--- src/hw/rtl/iirbq_pkg.sv ---
package iirbq_pkg;

	// default build options
	localparam int FILTER_TAPS_DEF    = 3;
	localparam int COEF_FRAC_BITS_DEF = 14;

	// datapath widths
	localparam int SAMPLE_W  = 16;
	localparam int COEF_W    = 16;
	localparam int STATE_W   = 40;
	localparam int ACC_W     = 60;
	localparam int CHUNK_W   = 20;
	localparam int OPND_W    = CHUNK_W + 1;
	localparam int PROD_W    = COEF_W + OPND_W;
	localparam int PC_W      = 5;
	localparam int CFG_IDX_W = 3;

	// configuration register indexes
	localparam logic [CFG_IDX_W-1:0] CFG_B0   = 3'd0;
	localparam logic [CFG_IDX_W-1:0] CFG_B1   = 3'd1;
	localparam logic [CFG_IDX_W-1:0] CFG_B2   = 3'd2;
	localparam logic [CFG_IDX_W-1:0] CFG_A1   = 3'd3;
	localparam logic [CFG_IDX_W-1:0] CFG_A2   = 3'd4;
	localparam logic [CFG_IDX_W-1:0] CFG_FORM = 3'd5;

	// coefficient reset values
	localparam logic signed [COEF_W-1:0] B0_RST = 16'sd16384;

	// program entry points
	localparam logic [PC_W-1:0] PC_DISPATCH = 5'd0;
	localparam logic [PC_W-1:0] PC_DF_START = 5'd7;

	typedef enum logic [1:0] {
		ACC_KEEP,
		ACC_ZERO,
		ACC_D0,
		ACC_D1
	} acc_init_t;

	typedef enum logic [2:0] {
		CS_B0,
		CS_B1,
		CS_B2,
		CS_A1,
		CS_A2
	} coef_sel_t;

	typedef enum logic [2:0] {
		OP_X,
		OP_Y,
		OP_W1_LO,
		OP_W1_HI,
		OP_W2_LO,
		OP_W2_HI,
		OP_W_LO,
		OP_W_HI
	} opnd_sel_t;

	typedef enum logic [2:0] {
		ACT_NONE,
		ACT_Y_SINGLE,
		ACT_TMP,
		ACT_W,
		ACT_DONE_TDF,
		ACT_DONE_DF
	} act_t;

	typedef enum logic [1:0] {
		JMP_NEXT,
		JMP_FORM,
		JMP_END
	} jmp_t;

	typedef struct packed {
		acc_init_t        acc_init;
		logic             mul_en;
		logic             neg;
		coef_sel_t        coef_sel;
		opnd_sel_t        opnd_sel;
		act_t             act;
		jmp_t             jmp;
		logic [PC_W-1:0]  target;
	} ucode_t;

	typedef struct packed {
		logic signed [COEF_W-1:0] b0;
		logic signed [COEF_W-1:0] b1;
		logic signed [COEF_W-1:0] b2;
		logic signed [COEF_W-1:0] a1;
		logic signed [COEF_W-1:0] a2;
	} coef_set_t;

	typedef struct packed {
		logic                       clip;
		logic signed [SAMPLE_W-1:0] y;
	} res_t;

	function automatic ucode_t mk(input acc_init_t ai, input logic mul, input logic ng,
		input coef_sel_t cs, input opnd_sel_t op, input act_t ac, input jmp_t jp);
		ucode_t w;
		w.acc_init = ai;
		w.mul_en   = mul;
		w.neg      = ng;
		w.coef_sel = cs;
		w.opnd_sel = op;
		w.act      = ac;
		w.jmp      = jp;
		w.target   = PC_DF_START;
		return w;
	endfunction

	// microcode program: transposed form at 1..6, direct form at 7..17
	function automatic ucode_t ucode_rom(input logic [PC_W-1:0] pc);
		ucode_t w;
		unique case (pc)
			5'd0:    w = mk(ACC_ZERO, 1'b0, 1'b0, CS_B0, OP_X,     ACT_NONE,     JMP_FORM);
			5'd1:    w = mk(ACC_D0,   1'b1, 1'b0, CS_B0, OP_X,     ACT_NONE,     JMP_NEXT);
			5'd2:    w = mk(ACC_D1,   1'b1, 1'b0, CS_B1, OP_X,     ACT_Y_SINGLE, JMP_NEXT);
			5'd3:    w = mk(ACC_KEEP, 1'b1, 1'b1, CS_A1, OP_Y,     ACT_NONE,     JMP_NEXT);
			5'd4:    w = mk(ACC_ZERO, 1'b1, 1'b0, CS_B2, OP_X,     ACT_TMP,      JMP_NEXT);
			5'd5:    w = mk(ACC_KEEP, 1'b1, 1'b1, CS_A2, OP_Y,     ACT_NONE,     JMP_NEXT);
			5'd6:    w = mk(ACC_KEEP, 1'b0, 1'b0, CS_B0, OP_X,     ACT_DONE_TDF, JMP_END);
			5'd7:    w = mk(ACC_ZERO, 1'b1, 1'b0, CS_A1, OP_W1_LO, ACT_NONE,     JMP_NEXT);
			5'd8:    w = mk(ACC_KEEP, 1'b1, 1'b0, CS_A1, OP_W1_HI, ACT_NONE,     JMP_NEXT);
			5'd9:    w = mk(ACC_KEEP, 1'b1, 1'b0, CS_A2, OP_W2_LO, ACT_NONE,     JMP_NEXT);
			5'd10:   w = mk(ACC_KEEP, 1'b1, 1'b0, CS_A2, OP_W2_HI, ACT_NONE,     JMP_NEXT);
			5'd11:   w = mk(ACC_ZERO, 1'b1, 1'b0, CS_B1, OP_W1_LO, ACT_W,        JMP_NEXT);
			5'd12:   w = mk(ACC_KEEP, 1'b1, 1'b0, CS_B1, OP_W1_HI, ACT_NONE,     JMP_NEXT);
			5'd13:   w = mk(ACC_KEEP, 1'b1, 1'b0, CS_B2, OP_W2_LO, ACT_NONE,     JMP_NEXT);
			5'd14:   w = mk(ACC_KEEP, 1'b1, 1'b0, CS_B2, OP_W2_HI, ACT_NONE,     JMP_NEXT);
			5'd15:   w = mk(ACC_KEEP, 1'b1, 1'b0, CS_B0, OP_W_LO,  ACT_NONE,     JMP_NEXT);
			5'd16:   w = mk(ACC_KEEP, 1'b1, 1'b0, CS_B0, OP_W_HI,  ACT_NONE,     JMP_NEXT);
			5'd17:   w = mk(ACC_KEEP, 1'b0, 1'b0, CS_B0, OP_X,     ACT_DONE_DF,  JMP_END);
			default: w = mk(ACC_KEEP, 1'b0, 1'b0, CS_B0, OP_X,     ACT_NONE,     JMP_END);
		endcase
		return w;
	endfunction

endpackage

--- src/hw/rtl/iirbq_datapath.sv ---
module iirbq_datapath #(
	parameter int FILTER_TAPS    = iirbq_pkg::FILTER_TAPS_DEF,
	parameter int COEF_FRAC_BITS = iirbq_pkg::COEF_FRAC_BITS_DEF
) (
	input  logic                                 clk,
	input  logic                                 arst_n,
	input  logic                                 step_en,
	input  iirbq_pkg::ucode_t                    ctl,
	input  iirbq_pkg::coef_set_t                 coefs,
	input  logic signed [iirbq_pkg::SAMPLE_W-1:0] x,
	output iirbq_pkg::res_t                      res
);

	localparam int ACC_W   = iirbq_pkg::ACC_W;
	localparam int STATE_W = iirbq_pkg::STATE_W;
	localparam int CHUNK_W = iirbq_pkg::CHUNK_W;
	localparam int OPND_W  = iirbq_pkg::OPND_W;
	localparam int SMP_W   = iirbq_pkg::SAMPLE_W;
	localparam bit THREE   = (FILTER_TAPS >= 3);

	localparam logic signed [ACC_W-1:0] HALF_F  = ACC_W'(1) << (COEF_FRAC_BITS - 1);
	localparam logic signed [ACC_W-1:0] HALF_2F = ACC_W'(1) << (2 * COEF_FRAC_BITS - 1);
	localparam logic signed [ACC_W-1:0] ST_MAX  =
		{{(ACC_W-STATE_W+1){1'b0}}, {(STATE_W-1){1'b1}}};
	localparam logic signed [ACC_W-1:0] ST_MIN  =
		{{(ACC_W-STATE_W+1){1'b1}}, {(STATE_W-1){1'b0}}};
	localparam logic signed [ACC_W-1:0] SMP_MAX =
		{{(ACC_W-SMP_W+1){1'b0}}, {(SMP_W-1){1'b1}}};
	localparam logic signed [ACC_W-1:0] SMP_MIN =
		{{(ACC_W-SMP_W+1){1'b1}}, {(SMP_W-1){1'b0}}};

	function automatic logic signed [STATE_W-1:0] sat40(input logic signed [ACC_W-1:0] v);
		logic signed [STATE_W-1:0] r;
		if (v > ST_MAX) begin
			r = ST_MAX[STATE_W-1:0];
		end else if (v < ST_MIN) begin
			r = ST_MIN[STATE_W-1:0];
		end else begin
			r = v[STATE_W-1:0];
		end
		return r;
	endfunction

	function automatic iirbq_pkg::res_t sat16(input logic signed [ACC_W-1:0] v);
		iirbq_pkg::res_t r;
		if (v > SMP_MAX) begin
			r.clip = 1'b1;
			r.y    = SMP_MAX[SMP_W-1:0];
		end else if (v < SMP_MIN) begin
			r.clip = 1'b1;
			r.y    = SMP_MIN[SMP_W-1:0];
		end else begin
			r.clip = 1'b0;
			r.y    = v[SMP_W-1:0];
		end
		return r;
	endfunction

	logic signed [ACC_W-1:0]            acc_q;
	logic signed [STATE_W-1:0]          d0_q;
	logic signed [STATE_W-1:0]          d1_q;
	logic signed [STATE_W-1:0]          tmp_q;
	logic signed [SMP_W-1:0]            y_q;
	logic                               clip_q;

	logic signed [STATE_W-1:0]          d1_rd;
	logic signed [iirbq_pkg::COEF_W-1:0] coef_v;
	logic signed [OPND_W-1:0]           opnd_v;
	logic                               hi_sel;
	logic signed [iirbq_pkg::PROD_W-1:0] prod;
	logic signed [ACC_W-1:0]            prod_ext;
	logic signed [ACC_W-1:0]            addend;
	logic signed [ACC_W-1:0]            base;
	logic signed [ACC_W-1:0]            acc_d;
	logic signed [ACC_W-1:0]            rnd_f;
	logic signed [ACC_W-1:0]            rnd_2f;
	logic signed [ACC_W-1:0]            w_calc;
	iirbq_pkg::res_t                    y_single;

	// second delay only exists for the biquad build
	assign d1_rd = THREE ? d1_q : '0;

	// coefficient select
	always_comb begin
		case (ctl.coef_sel)
			iirbq_pkg::CS_B0: coef_v = coefs.b0;
			iirbq_pkg::CS_B1: coef_v = coefs.b1;
			iirbq_pkg::CS_B2: coef_v = THREE ? coefs.b2 : '0;
			iirbq_pkg::CS_A1: coef_v = coefs.a1;
			iirbq_pkg::CS_A2: coef_v = THREE ? coefs.a2 : '0;
			default:          coef_v = '0;
		endcase
	end

	// operand select, delay words go through in two 20-bit chunks
	always_comb begin
		case (ctl.opnd_sel)
			iirbq_pkg::OP_X:     opnd_v = OPND_W'(x);
			iirbq_pkg::OP_Y:     opnd_v = OPND_W'(y_q);
			iirbq_pkg::OP_W1_LO: opnd_v = {1'b0, d0_q[CHUNK_W-1:0]};
			iirbq_pkg::OP_W1_HI: opnd_v = {d0_q[STATE_W-1], d0_q[STATE_W-1:CHUNK_W]};
			iirbq_pkg::OP_W2_LO: opnd_v = {1'b0, d1_rd[CHUNK_W-1:0]};
			iirbq_pkg::OP_W2_HI: opnd_v = {d1_rd[STATE_W-1], d1_rd[STATE_W-1:CHUNK_W]};
			iirbq_pkg::OP_W_LO:  opnd_v = {1'b0, tmp_q[CHUNK_W-1:0]};
			iirbq_pkg::OP_W_HI:  opnd_v = {tmp_q[STATE_W-1], tmp_q[STATE_W-1:CHUNK_W]};
			default:             opnd_v = '0;
		endcase
	end

	assign hi_sel = (ctl.opnd_sel == iirbq_pkg::OP_W1_HI) ||
		(ctl.opnd_sel == iirbq_pkg::OP_W2_HI) || (ctl.opnd_sel == iirbq_pkg::OP_W_HI);

	// shared multiplier and accumulate
	assign prod     = coef_v * opnd_v;
	assign prod_ext = hi_sel ? (ACC_W'(prod) <<< CHUNK_W) : ACC_W'(prod);
	assign addend   = !ctl.mul_en ? '0 : (ctl.neg ? -prod_ext : prod_ext);

	always_comb begin
		case (ctl.acc_init)
			iirbq_pkg::ACC_KEEP: base = acc_q;
			iirbq_pkg::ACC_ZERO: base = '0;
			iirbq_pkg::ACC_D0:   base = ACC_W'(d0_q);
			iirbq_pkg::ACC_D1:   base = ACC_W'(d1_rd);
			default:             base = '0;
		endcase
	end

	assign acc_d = base + addend;

	// rounding, ties toward +inf
	assign rnd_f    = (acc_q + HALF_F) >>> COEF_FRAC_BITS;
	assign rnd_2f   = (acc_q + HALF_2F) >>> (2 * COEF_FRAC_BITS);
	assign w_calc   = (ACC_W'(x) <<< COEF_FRAC_BITS) - rnd_f;
	assign y_single = sat16(rnd_f);

	// result of the final step
	always_comb begin
		if (ctl.act == iirbq_pkg::ACT_DONE_DF) begin
			res = sat16(rnd_2f);
		end else begin
			res.clip = clip_q;
			res.y    = y_q;
		end
	end

	// accumulator and scratch registers
	always_ff @(posedge clk) begin
		if (step_en) begin
			acc_q <= acc_d;
			case (ctl.act)
				iirbq_pkg::ACT_Y_SINGLE: begin
					y_q    <= y_single.y;
					clip_q <= y_single.clip;
				end
				iirbq_pkg::ACT_TMP: tmp_q <= sat40(acc_q);
				iirbq_pkg::ACT_W:   tmp_q <= sat40(w_calc);
				default: ;
			endcase
		end
	end

	// delay line
	always_ff @(posedge clk or negedge arst_n) begin
		if (!arst_n) begin
			d0_q <= '0;
			d1_q <= '0;
		end else if (step_en) begin
			case (ctl.act)
				iirbq_pkg::ACT_DONE_TDF: begin
					d0_q <= tmp_q;
					d1_q <= THREE ? sat40(acc_q) : '0;
				end
				iirbq_pkg::ACT_DONE_DF: begin
					d0_q <= tmp_q;
					d1_q <= THREE ? d0_q : '0;
				end
				default: ;
			endcase
		end
	end

endmodule

--- src/hw/rtl/iir_biquad_filter_top.sv ---
// a result shows on out_valid once the microcode program of the selected form
// (transposed or direct) has run its steps; the final step stalls while an earlier
// result waits unaccepted. A new sample is taken only while the sequencer is idle,
// as the program drives one shared 16x21 multiplier, at most one product chunk per step
// reset: arst_n clears the sequencer, the output valid flag and the delay line,
// and loads the coefficient reset values (b0 = 1.0, others zero, transposed form)
module iir_biquad_filter_top #(
	parameter int FILTER_TAPS    = iirbq_pkg::FILTER_TAPS_DEF,
	parameter int COEF_FRAC_BITS = iirbq_pkg::COEF_FRAC_BITS_DEF
) (
	input  logic                                  clk,
	input  logic                                  arst_n,
	input  logic                                  cfg_valid,
	output logic                                  cfg_ready,
	input  logic [iirbq_pkg::CFG_IDX_W-1:0]       cfg_addr,
	input  logic [iirbq_pkg::COEF_W-1:0]          cfg_data,
	input  logic                                  in_valid,
	output logic                                  in_ready,
	input  logic signed [iirbq_pkg::SAMPLE_W-1:0] sample_in,
	input  logic                                  frame_end,
	output logic                                  out_valid,
	input  logic                                  out_ready,
	output logic signed [iirbq_pkg::SAMPLE_W-1:0] sample_out,
	output logic                                  frame_end_out,
	output logic                                  clipped
);

	iirbq_pkg::coef_set_t                  coefs_q;
	logic                                  form_q;
	logic                                  busy_q;
	logic [iirbq_pkg::PC_W-1:0]            pc_q;
	logic signed [iirbq_pkg::SAMPLE_W-1:0] x_q;
	logic                                  fe_q;
	logic                                  out_valid_q;
	logic signed [iirbq_pkg::SAMPLE_W-1:0] sample_out_q;
	logic                                  fe_out_q;
	logic                                  clip_out_q;

	iirbq_pkg::ucode_t                     ctl;
	iirbq_pkg::res_t                       res;
	logic                                  is_end;
	logic                                  stall;
	logic                                  step_en;
	logic                                  in_acc;

	assign cfg_ready     = 1'b1;
	assign in_ready      = !busy_q;
	assign in_acc        = in_valid && !busy_q;
	assign out_valid     = out_valid_q;
	assign sample_out    = sample_out_q;
	assign frame_end_out = fe_out_q;
	assign clipped       = clip_out_q;

	// microcode fetch; final step waits for the output register to free up
	assign ctl     = iirbq_pkg::ucode_rom(pc_q);
	assign is_end  = (ctl.jmp == iirbq_pkg::JMP_END);
	assign stall   = is_end && out_valid_q && !out_ready;
	assign step_en = busy_q && !stall;

	// configuration registers
	always_ff @(posedge clk or negedge arst_n) begin
		if (!arst_n) begin
			coefs_q.b0 <= iirbq_pkg::B0_RST;
			coefs_q.b1 <= '0;
			coefs_q.b2 <= '0;
			coefs_q.a1 <= '0;
			coefs_q.a2 <= '0;
			form_q     <= 1'b0;
		end else if (cfg_valid) begin
			unique case (cfg_addr)
				iirbq_pkg::CFG_B0:   coefs_q.b0 <= cfg_data;
				iirbq_pkg::CFG_B1:   coefs_q.b1 <= cfg_data;
				iirbq_pkg::CFG_B2:   coefs_q.b2 <= cfg_data;
				iirbq_pkg::CFG_A1:   coefs_q.a1 <= cfg_data;
				iirbq_pkg::CFG_A2:   coefs_q.a2 <= cfg_data;
				iirbq_pkg::CFG_FORM: form_q     <= cfg_data[0];
				default: ;
			endcase
		end
	end

	// sequencer: step counter with form dispatch
	always_ff @(posedge clk or negedge arst_n) begin
		if (!arst_n) begin
			busy_q <= 1'b0;
			pc_q   <= iirbq_pkg::PC_DISPATCH;
		end else if (in_acc) begin
			busy_q <= 1'b1;
			pc_q   <= iirbq_pkg::PC_DISPATCH;
		end else if (step_en) begin
			unique case (ctl.jmp)
				iirbq_pkg::JMP_NEXT: pc_q <= pc_q + 1'b1;
				iirbq_pkg::JMP_FORM: pc_q <= form_q ? ctl.target : pc_q + 1'b1;
				iirbq_pkg::JMP_END:  busy_q <= 1'b0;
				default:             busy_q <= 1'b0;
			endcase
		end
	end

	// input request capture
	always_ff @(posedge clk) begin
		if (in_acc) begin
			x_q  <= sample_in;
			fe_q <= frame_end;
		end
	end

	// output register
	always_ff @(posedge clk or negedge arst_n) begin
		if (!arst_n) begin
			out_valid_q <= 1'b0;
		end else if (step_en && is_end) begin
			out_valid_q <= 1'b1;
		end else if (out_ready) begin
			out_valid_q <= 1'b0;
		end
	end

	always_ff @(posedge clk) begin
		if (step_en && is_end) begin
			sample_out_q <= res.y;
			clip_out_q   <= res.clip;
			fe_out_q     <= fe_q;
		end
	end

	iirbq_datapath #(
		.FILTER_TAPS    (FILTER_TAPS),
		.COEF_FRAC_BITS (COEF_FRAC_BITS)
	) u_datapath (
		.clk     (clk),
		.arst_n  (arst_n),
		.step_en (step_en),
		.ctl     (ctl),
		.coefs   (coefs_q),
		.x       (x_q),
		.res     (res)
	);

endmodule

--- config.mk ---
export PLATFORM = sky130hd
export DESIGN_NAME = iir_biquad_filter_top
export DESIGN_NICKNAME = d
export VERILOG_FILES = /design/src/hw/rtl/iirbq_pkg.sv /design/src/hw/rtl/iirbq_datapath.sv /design/src/hw/rtl/iir_biquad_filter_top.sv
export SDC_FILE = /design/constraint.sdc
export NUM_CORES = 2
export LEC_CHECK = 0
export BUFFER_PORTS_ARGS = -buffer_cell sky130_fd_sc_hd__buf_2
export CELL_PAD_IN_SITES_DETAIL_PLACEMENT = 0
export CELL_PAD_IN_SITES_GLOBAL_PLACEMENT = 1
export CORE_AREA = 2 2 324 246
export DETAILED_ROUTE_END_ITERATION = 8
export DIE_AREA = 0 0 326 248
export GPL_TIMING_DRIVEN = 0
export PLACE_DENSITY = 0.83
export SLEW_MARGIN = 20
export SYNTH_ARGS = -nofsm -noshare
export SYNTH_HDL_FRONTEND = slang
export SYNTH_SLANG_ARGS = --single-unit
--- constraint.sdc ---
create_clock -name clk -period 19.6 [get_ports clk]
set_input_delay 3.92 -clock clk [delete_from_list [all_inputs] [get_ports clk]]
set_output_delay 3.92 -clock clk [all_outputs]
set_load 0.05 [all_outputs]
# ---- Word-level counts from Yosys, hierarchy flattened
# Memories as Yosys holds them, arrays and structs flattened.
# Cells that the tools add are included.
dict set report word_totals {
  elab_cells 122
  latch_bits 0
  reg_bits 320
  memories 1
  input_bits 41
  ram_bits 0
  mem_bits_ro 480
}
dict set report classes {
  add_sub_neg 6
  div 0
  mux 25
  eq_ne 27
  shift 0
  reduce_logical 34
  n_mul 1
  bitwise_logic 0
  n_lt_le_gt_ge 8
}
# memory depth word_bits rd rd_ports_with_merged_regs wr line_no
set mem_list {}
lappend mem_list {{(name not given)} 32 15 1 0 0 iirbq_pkg.sv:115} ;# unique case (pc)
# cell n
set ops {}
lappend ops {{$pmux W60 S4} 1}
lappend ops {{$pmux W21 S8} 1}
lappend ops {{$mux W40} 4}
lappend ops {{$pmux W40 S2} 2}
lappend ops {{$gt A60 B40 Y1 const B} 2}
lappend ops {{$lt A60 B40 Y1 const B} 2}
lappend ops {{$mux W60} 2}
lappend ops {{$pmux W16 S5} 1}
lappend ops {{$mux W17} 4}
lappend ops {{$add A60 B15 Y60 const B} 1}
lappend ops {{$add A60 B29 Y60 const B} 1}
lappend ops {{$add A60 B60 Y60} 1}
lappend ops {{$neg A60 Y60} 1}
lappend ops {{$mux W56} 1}
lappend ops {{$sub A30 B46 Y47} 1}
lappend ops {{$gt A46 B16 Y1 const B} 1}
lappend ops {{$lt A46 B16 Y1 const B} 1}
lappend ops {{$mul A16 B21 Y37} 1}
lappend ops {{$gt A32 B16 Y1 const B} 1}
lappend ops {{$lt A32 B16 Y1 const B} 1}
lappend ops {{$eq A3 B3 Y1 const B} 9}
lappend ops {{$eq A3 B2 Y1 const B} 8}
lappend ops {{$reduce_and A2 Y1} 12}
lappend ops {{$mux W5} 3}
lappend ops {{15 further kinds} 39}

# ---- Depth between registers and ports, before layout
# An unclocked memory read counts as a cell.
dict set report depth {
  word_depth 9
  mapped_depth 54
  depth_no_buf 51
}

# ---- By module
# Synthesis repeated with hierarchy kept, for this count alone.
dict set report hier_totals {
  hier_cells 4401
  area_unflattened_um2 38381.8
}
# mod area_per_inst_um2 seq_area_each_um2 cells_each instances
set modules_own_cells {}
lappend modules_own_cells {iirbq_datapath 33457.1 5515.3 4082 1}
lappend modules_own_cells {iir_biquad_filter_top 4924.7 3254.4 319 1}

# ---- Worst setup path after synthesis
# No wires, ideal clock.
dict set report synth_path {
  path_kind {register to register}
  startpoint {register pc_q[0] in the netlist's numbering}
  endpoint {register u_datapath.acc_q[58] (data pin)}
  stages_incl_launch_ff 46
  period_less_slack_ns 12.103
  path_slack_ns 7.497
  setup_time_ns 0.264
  t_arrival_ns 11.840
  cell_sequence {dfrtp_1 -> inv_1 -> ha_1 -> or2_1 -> nand2_1 -> a21oi_2 -> nor4bb_1 -> clkbuf_1 -> clkbuf_1 -> a22o_1 -> clkbuf_1 -> nand2_1 -> fa_1 -> inv_1 -> fa_1 -> fa_1 -> fa_1 -> fa_1 -> [10 not listed] -> nand2_1 -> o31ai_1 -> nand3_1 -> nor4_2 -> nor2_1 -> xor2_1 -> nor2_1 -> ha_1 -> and3_1 -> and3_1 -> o2111ai_1 -> a31oi_1 -> o22ai_1 -> o21ai_1 -> a221o_1 -> a21o_1 -> a221oi_1 -> xnor2_1}
}
dict set report synth_between {
  elab_chain_cells 9
  elab_cells_between_ends 29
  classes_between {add/sub: 2; mul: 1; eq/ne: 14; mux: 6; reduce/logical: 5; memory: 1}
}
# item line_no
set synth_lines {}
lappend synth_lines {{start, declared} iir_biquad_filter_top.sv:31} ;# logic [iirbq_pkg::PC_W-1:0] pc_q;
lappend synth_lines {{start signal, assigned} iir_biquad_filter_top.sv:86} ;# pc_q <= iirbq_pkg::PC_DISPATCH;
lappend synth_lines {{start signal, assigned} iir_biquad_filter_top.sv:89} ;# pc_q <= iirbq_pkg::PC_DISPATCH;
lappend synth_lines {{start signal, assigned} iir_biquad_filter_top.sv:92} ;# iirbq_pkg::JMP_NEXT: pc_q <= pc_q + 1'b1;
lappend synth_lines {{$mem_v2 Z32 W15 *} --}
lappend synth_lines {{$eq A3 B3 Y1 (tied with other cells)} {iirbq_datapath.sv:97, iirbq_datapath.sv:111}}
lappend synth_lines {{$pmux W21 S8 (tied with other cells)} iirbq_datapath.sv:97} ;# case (ctl.opnd_sel)
lappend synth_lines {{$mul A16 B21 Y37 / $logic_or A1 B1 Y1 (equally long branches)} {iirbq_datapath.sv:114, iirbq_datapath.sv:111}}
lappend synth_lines {{$mux W56} iirbq_datapath.sv:115} ;# assign prod_ext = hi_sel ? (ACC_W'(prod) <<< CHUNK_W) : ACC_W'(prod);
lappend synth_lines {{$neg A60 Y60} iirbq_datapath.sv:116} ;# assign addend = !ctl.mul_en ? '0 : (ctl.neg ? -prod_ext : prod_ext);
lappend synth_lines {{$mux W60 (2 in series)} iirbq_datapath.sv:116}
lappend synth_lines {{$add A60 B60 Y60 *} iirbq_datapath.sv:128} ;# assign acc_d = base + addend;
lappend synth_lines {{net u_datapath.acc_d[58]} iirbq_datapath.sv:74} ;# logic signed [ACC_W-1:0] acc_d;
lappend synth_lines {{end signal, assigned} iirbq_datapath.sv:149} ;# acc_q <= acc_d;
lappend synth_lines {{end, declared} iirbq_datapath.sv:59} ;# logic signed [ACC_W-1:0] acc_q;
# Mark *: on every way through the listed nets, which the timed path passes. The rest lies on a longest branch.
# A chain may end at the register's enable or synchronous reset.

# ---- Worst setup path after layout
dict set report layout_path {
  startpoint {register pc_q[0] in the netlist's numbering}
  endpoint {register u_datapath.acc_q[56] (data pin)}
}
# Same word-level chain as after synthesis.

==> flow_metrics.env <==
export IMPL_start_util_pct=49.5
export IMPL_drive_gt1_share_pct=9.10
export IMPL_dieArea_um2=80800
export IMPL_synth_edf_count=152
export IMPL_cts_tree="done"
export IMPL_grt_pass1_wl_um=208000
export IMPL_row_count=89
export IMPL_synthToLayoutAreaGrowth_pct=8.09
export IMPL_place_gp_congestion=1.07
export IMPL_drt_wl_total_um=140000
export IMPL_netlist_area_leader_share_pct=17.3
export IMPL_finalHoldViolations=0
export IMPL_overflow=0
export IMPL_grt_usage_pct=34.3
export IMPL_crit_type="reg2reg"
export IMPL_final_cell_mix="nand2_1, inv_1, nor2_1"
export IMPL_cp_endpoint="u_datapath.acc_q[56]$_DFFE_PP_"
export IMPL_synth_warnings=0
export IMPL_postRouteAntennaNets=0
export IMPL_synth_ff_latch_count=320
export IMPL_synth_cell_types=116
export IMPL_setup_viol=0
export IMPL_status="complete, no violations"
export IMPL_holdCritPathClass="reg2reg"
export IMPL_h_tree_depth=2
export IMPL_period_needed_ns=16.17
export IMPL_cts_resized=0
export IMPL_die_w_um=326
export IMPL_synth_top_cell_by_area="fa_1"
export IMPL_post_cts_buffers=0
export IMPL_fin_tns_setup_ns=0
export IMPL_cp_common_cell="fa_1"
export IMPL_io_pin_count=62
export IMPL_numCtsBuffers=38
export IMPL_portBuffers=59
export IMPL_skew_ns=0.0314
export IMPL_grt_max_degree=90
export IMPL_cts_sinks=320
export IMPL_cts_hold_buffers_added=0
export IMPL_die_h_um=248
export IMPL_critPathLaunch="pc_q[0]$_DFFE_PN0P_"
export IMPL_period_share_pct=82.5
export IMPL_worst_ep_required_time_ns=19.91
export IMPL_cp_max_fo=10
export IMPL_arrival_ns=16.49
export IMPL_syn_inst=4437
export IMPL_rr_endpoint="u_datapath.acc_q[56]$_DFFE_PP_"
export IMPL_endpoint_kind="flip-flop"
export IMPL_syn_area_um2=38500
export IMPL_cts_root_buf="clkbuf_16"
export IMPL_clkTransAtPathRegs_ns=0.07
export IMPL_wl_per_cell_um=24.9
export IMPL_slew_headroom_pct=16.5
export IMPL_rr_startpoint="pc_q[0]$_DFFE_PN0P_"
export IMPL_slowest_stage="a211oi_1"
export IMPL_avgSynthCellArea_um2=8.68
export IMPL_rsz0062_at_grt="false"
export IMPL_synthTopCellsByArea="fa_1, edfxtp_1, dfrtp_1, ha_1, nand2_1"
export IMPL_layout_commonest_cell="nand2_1"
export IMPL_reg2reg_depth=46
export IMPL_grt_antenna_before_repair=3
export IMPL_layout_nets=5122
export IMPL_rrSetupSlack_ns=3.43
export IMPL_synth_main_ff_cell="dfrtp_1"
export IMPL_vias=35200
export IMPL_drc_errors=0
export IMPL_cts_buffer_depth=3
export IMPL_syn_num_nets=5007
export IMPL_drtPass1Iterations=6
export IMPL_yosysSeqAreaShare_pct=22.8
export IMPL_start_kind="flip-flop"
export IMPL_tightest_slew_ns=1.25
export IMPL_fmax_mhz=61.8
export IMPL_cpPeakStageDelay_ns=0.92
export IMPL_core_um2=77800
export IMPL_drt_initial_drc_count=4854
export IMPL_hpwl_um=114000
export IMPL_viasPerCell=6.25
export IMPL_maxCapViolCount=0
export IMPL_synthArstFlopShare_pct=52.5
export IMPL_final_max_slew_violation_count=0
export IMPL_grt_pass1_vias=32100
export IMPL_insertion_delay_ns=0.58
area by class of cell:
cell class                      count  area [µm²]
Timing Repair Buffer               75         472
Fill cell                        7284       36200
Multi-Input combinational cell   3414       27100
Sequential cell                   320        8770
Buffer                            268        1100
Clock inverter                     16         141
Tap cell                         1046        1310
Antenna cell                        1        2.50
Clock buffer                       54        1080
Inverter                          435        1640
through the flow:
stage / utilization, % / hold slack, ns / setup slack (ns) / instances / cell area, µm²
after floorplan: - / 0.400 / 7.50 / 4437 / 38500
after global placement: 51.5 / 0.418 / 2.77 / 5542 / 40100
after detailed placement: 51.9 / 0.416 / 3.97 / 5558 / 40400
after CTS: 53.4 / 0.443 / 3.92 / 5628 / 41600
after global routing: 53.5 / 0.454 / 2.54 / 5628 / 41600
final: 53.5 / 0.437 / 3.43 / 5629 / 41600
worst min-delay path by stage:
stage	startpoint	endpoint	slack, ns	cells past startpoint
finish	fe_q$_DFFE_PP_	frame_end_out$_DFFE_PP_	0.44	0
global route	fe_q$_DFFE_PP_	frame_end_out$_DFFE_PP_	0.45	0
CTS	fe_q$_DFFE_PP_	frame_end_out$_DFFE_PP_	0.44	0
detailed placement	fe_q$_DFFE_PP_	frame_end_out$_DFFE_PP_	0.42	0
global placement	fe_q$_DFFE_PP_	frame_end_out$_DFFE_PP_	0.42	0
floorplan	fe_q$_DFFE_PP_	frame_end_out$_DFFE_PP_	0.40	0
flip-flops by register name (all words and copies together) (netlist names), 5 cells and up:
name,flops
u_datapath.acc_q,60
u_datapath.y_q,16
u_datapath.tmp_q,40
pc_q,5
x_q,16
u_datapath.d0_q,40
u_datapath.d1_q,40
sample_out,16
coefs_q,80
cell families after synthesis:
| group | after synthesis | synth area share (%) |
|---|---|---|
| compound gates | 1061 | 17.9 |
| simple gates | 1387 | 17.0 |
| mux | 202 | 6.19 |
| flops | 320 | 22.8 |
| other cells | 1 | 0.00974 |
| fa+ha+maj | 529 | 23.7 |
| xor+xnor | 234 | 5.32 |
| buf+inv | 703 | 7.10 |
critical path, delay by kind of cell, from the launching register on:
| kind | cells | cell delay (ns) |
|---|---|---|
| AOI/OAI and AO/OA | 18 | 6.31 |
| xor gates and xnor gates | 2 | 0.27 |
| adders and majority gates | 9 | 4.42 |
| buffers and inverters | 7 | 2.55 |
| DFF | 1 | 0.47 |
| and+or+nand+nor | 10 | 1.86 |
synthesized netlist by cell type (34+ instances only):
| cell | number |
|---|---|
| edfxtp_1 | 152 |
| clkbuf_1 | 218 |
| a21oi_1 | 285 |
| nand2_1 | 502 |
| a21o_1 | 83 |
| nor3_1 | 74 |
| nor2_1 | 380 |
| xor2_1 | 99 |
| a22oi_1 | 77 |
| nand4_1 | 53 |
| and2_1 | 34 |
| dfrtp_1 | 167 |
| xnor2_1 | 135 |
| nand3_1 | 80 |
| and3_1 | 47 |
| mux2i_1 | 61 |
| nand2b_1 | 35 |
| inv_1 | 433 |
| o21a_1 | 49 |
| nor2b_1 | 36 |
| fa_1 | 333 |
| ha_1 | 196 |
| mux2_2 | 124 |
| o21ai_0 | 260 |
layer usage:
metal	share of wire (%)	GRT usage, %	wire length [µm]
met1	45	52.9	63000
met2	38	44.4	52900
met3	15	12.5	20600
met4	2.8	8.43	3900
met5	0.0057	0	8
Power is left out: the tool's default activity adds up to more than one toggle a clock period on the data nets, which glitch-free logic cannot reach.
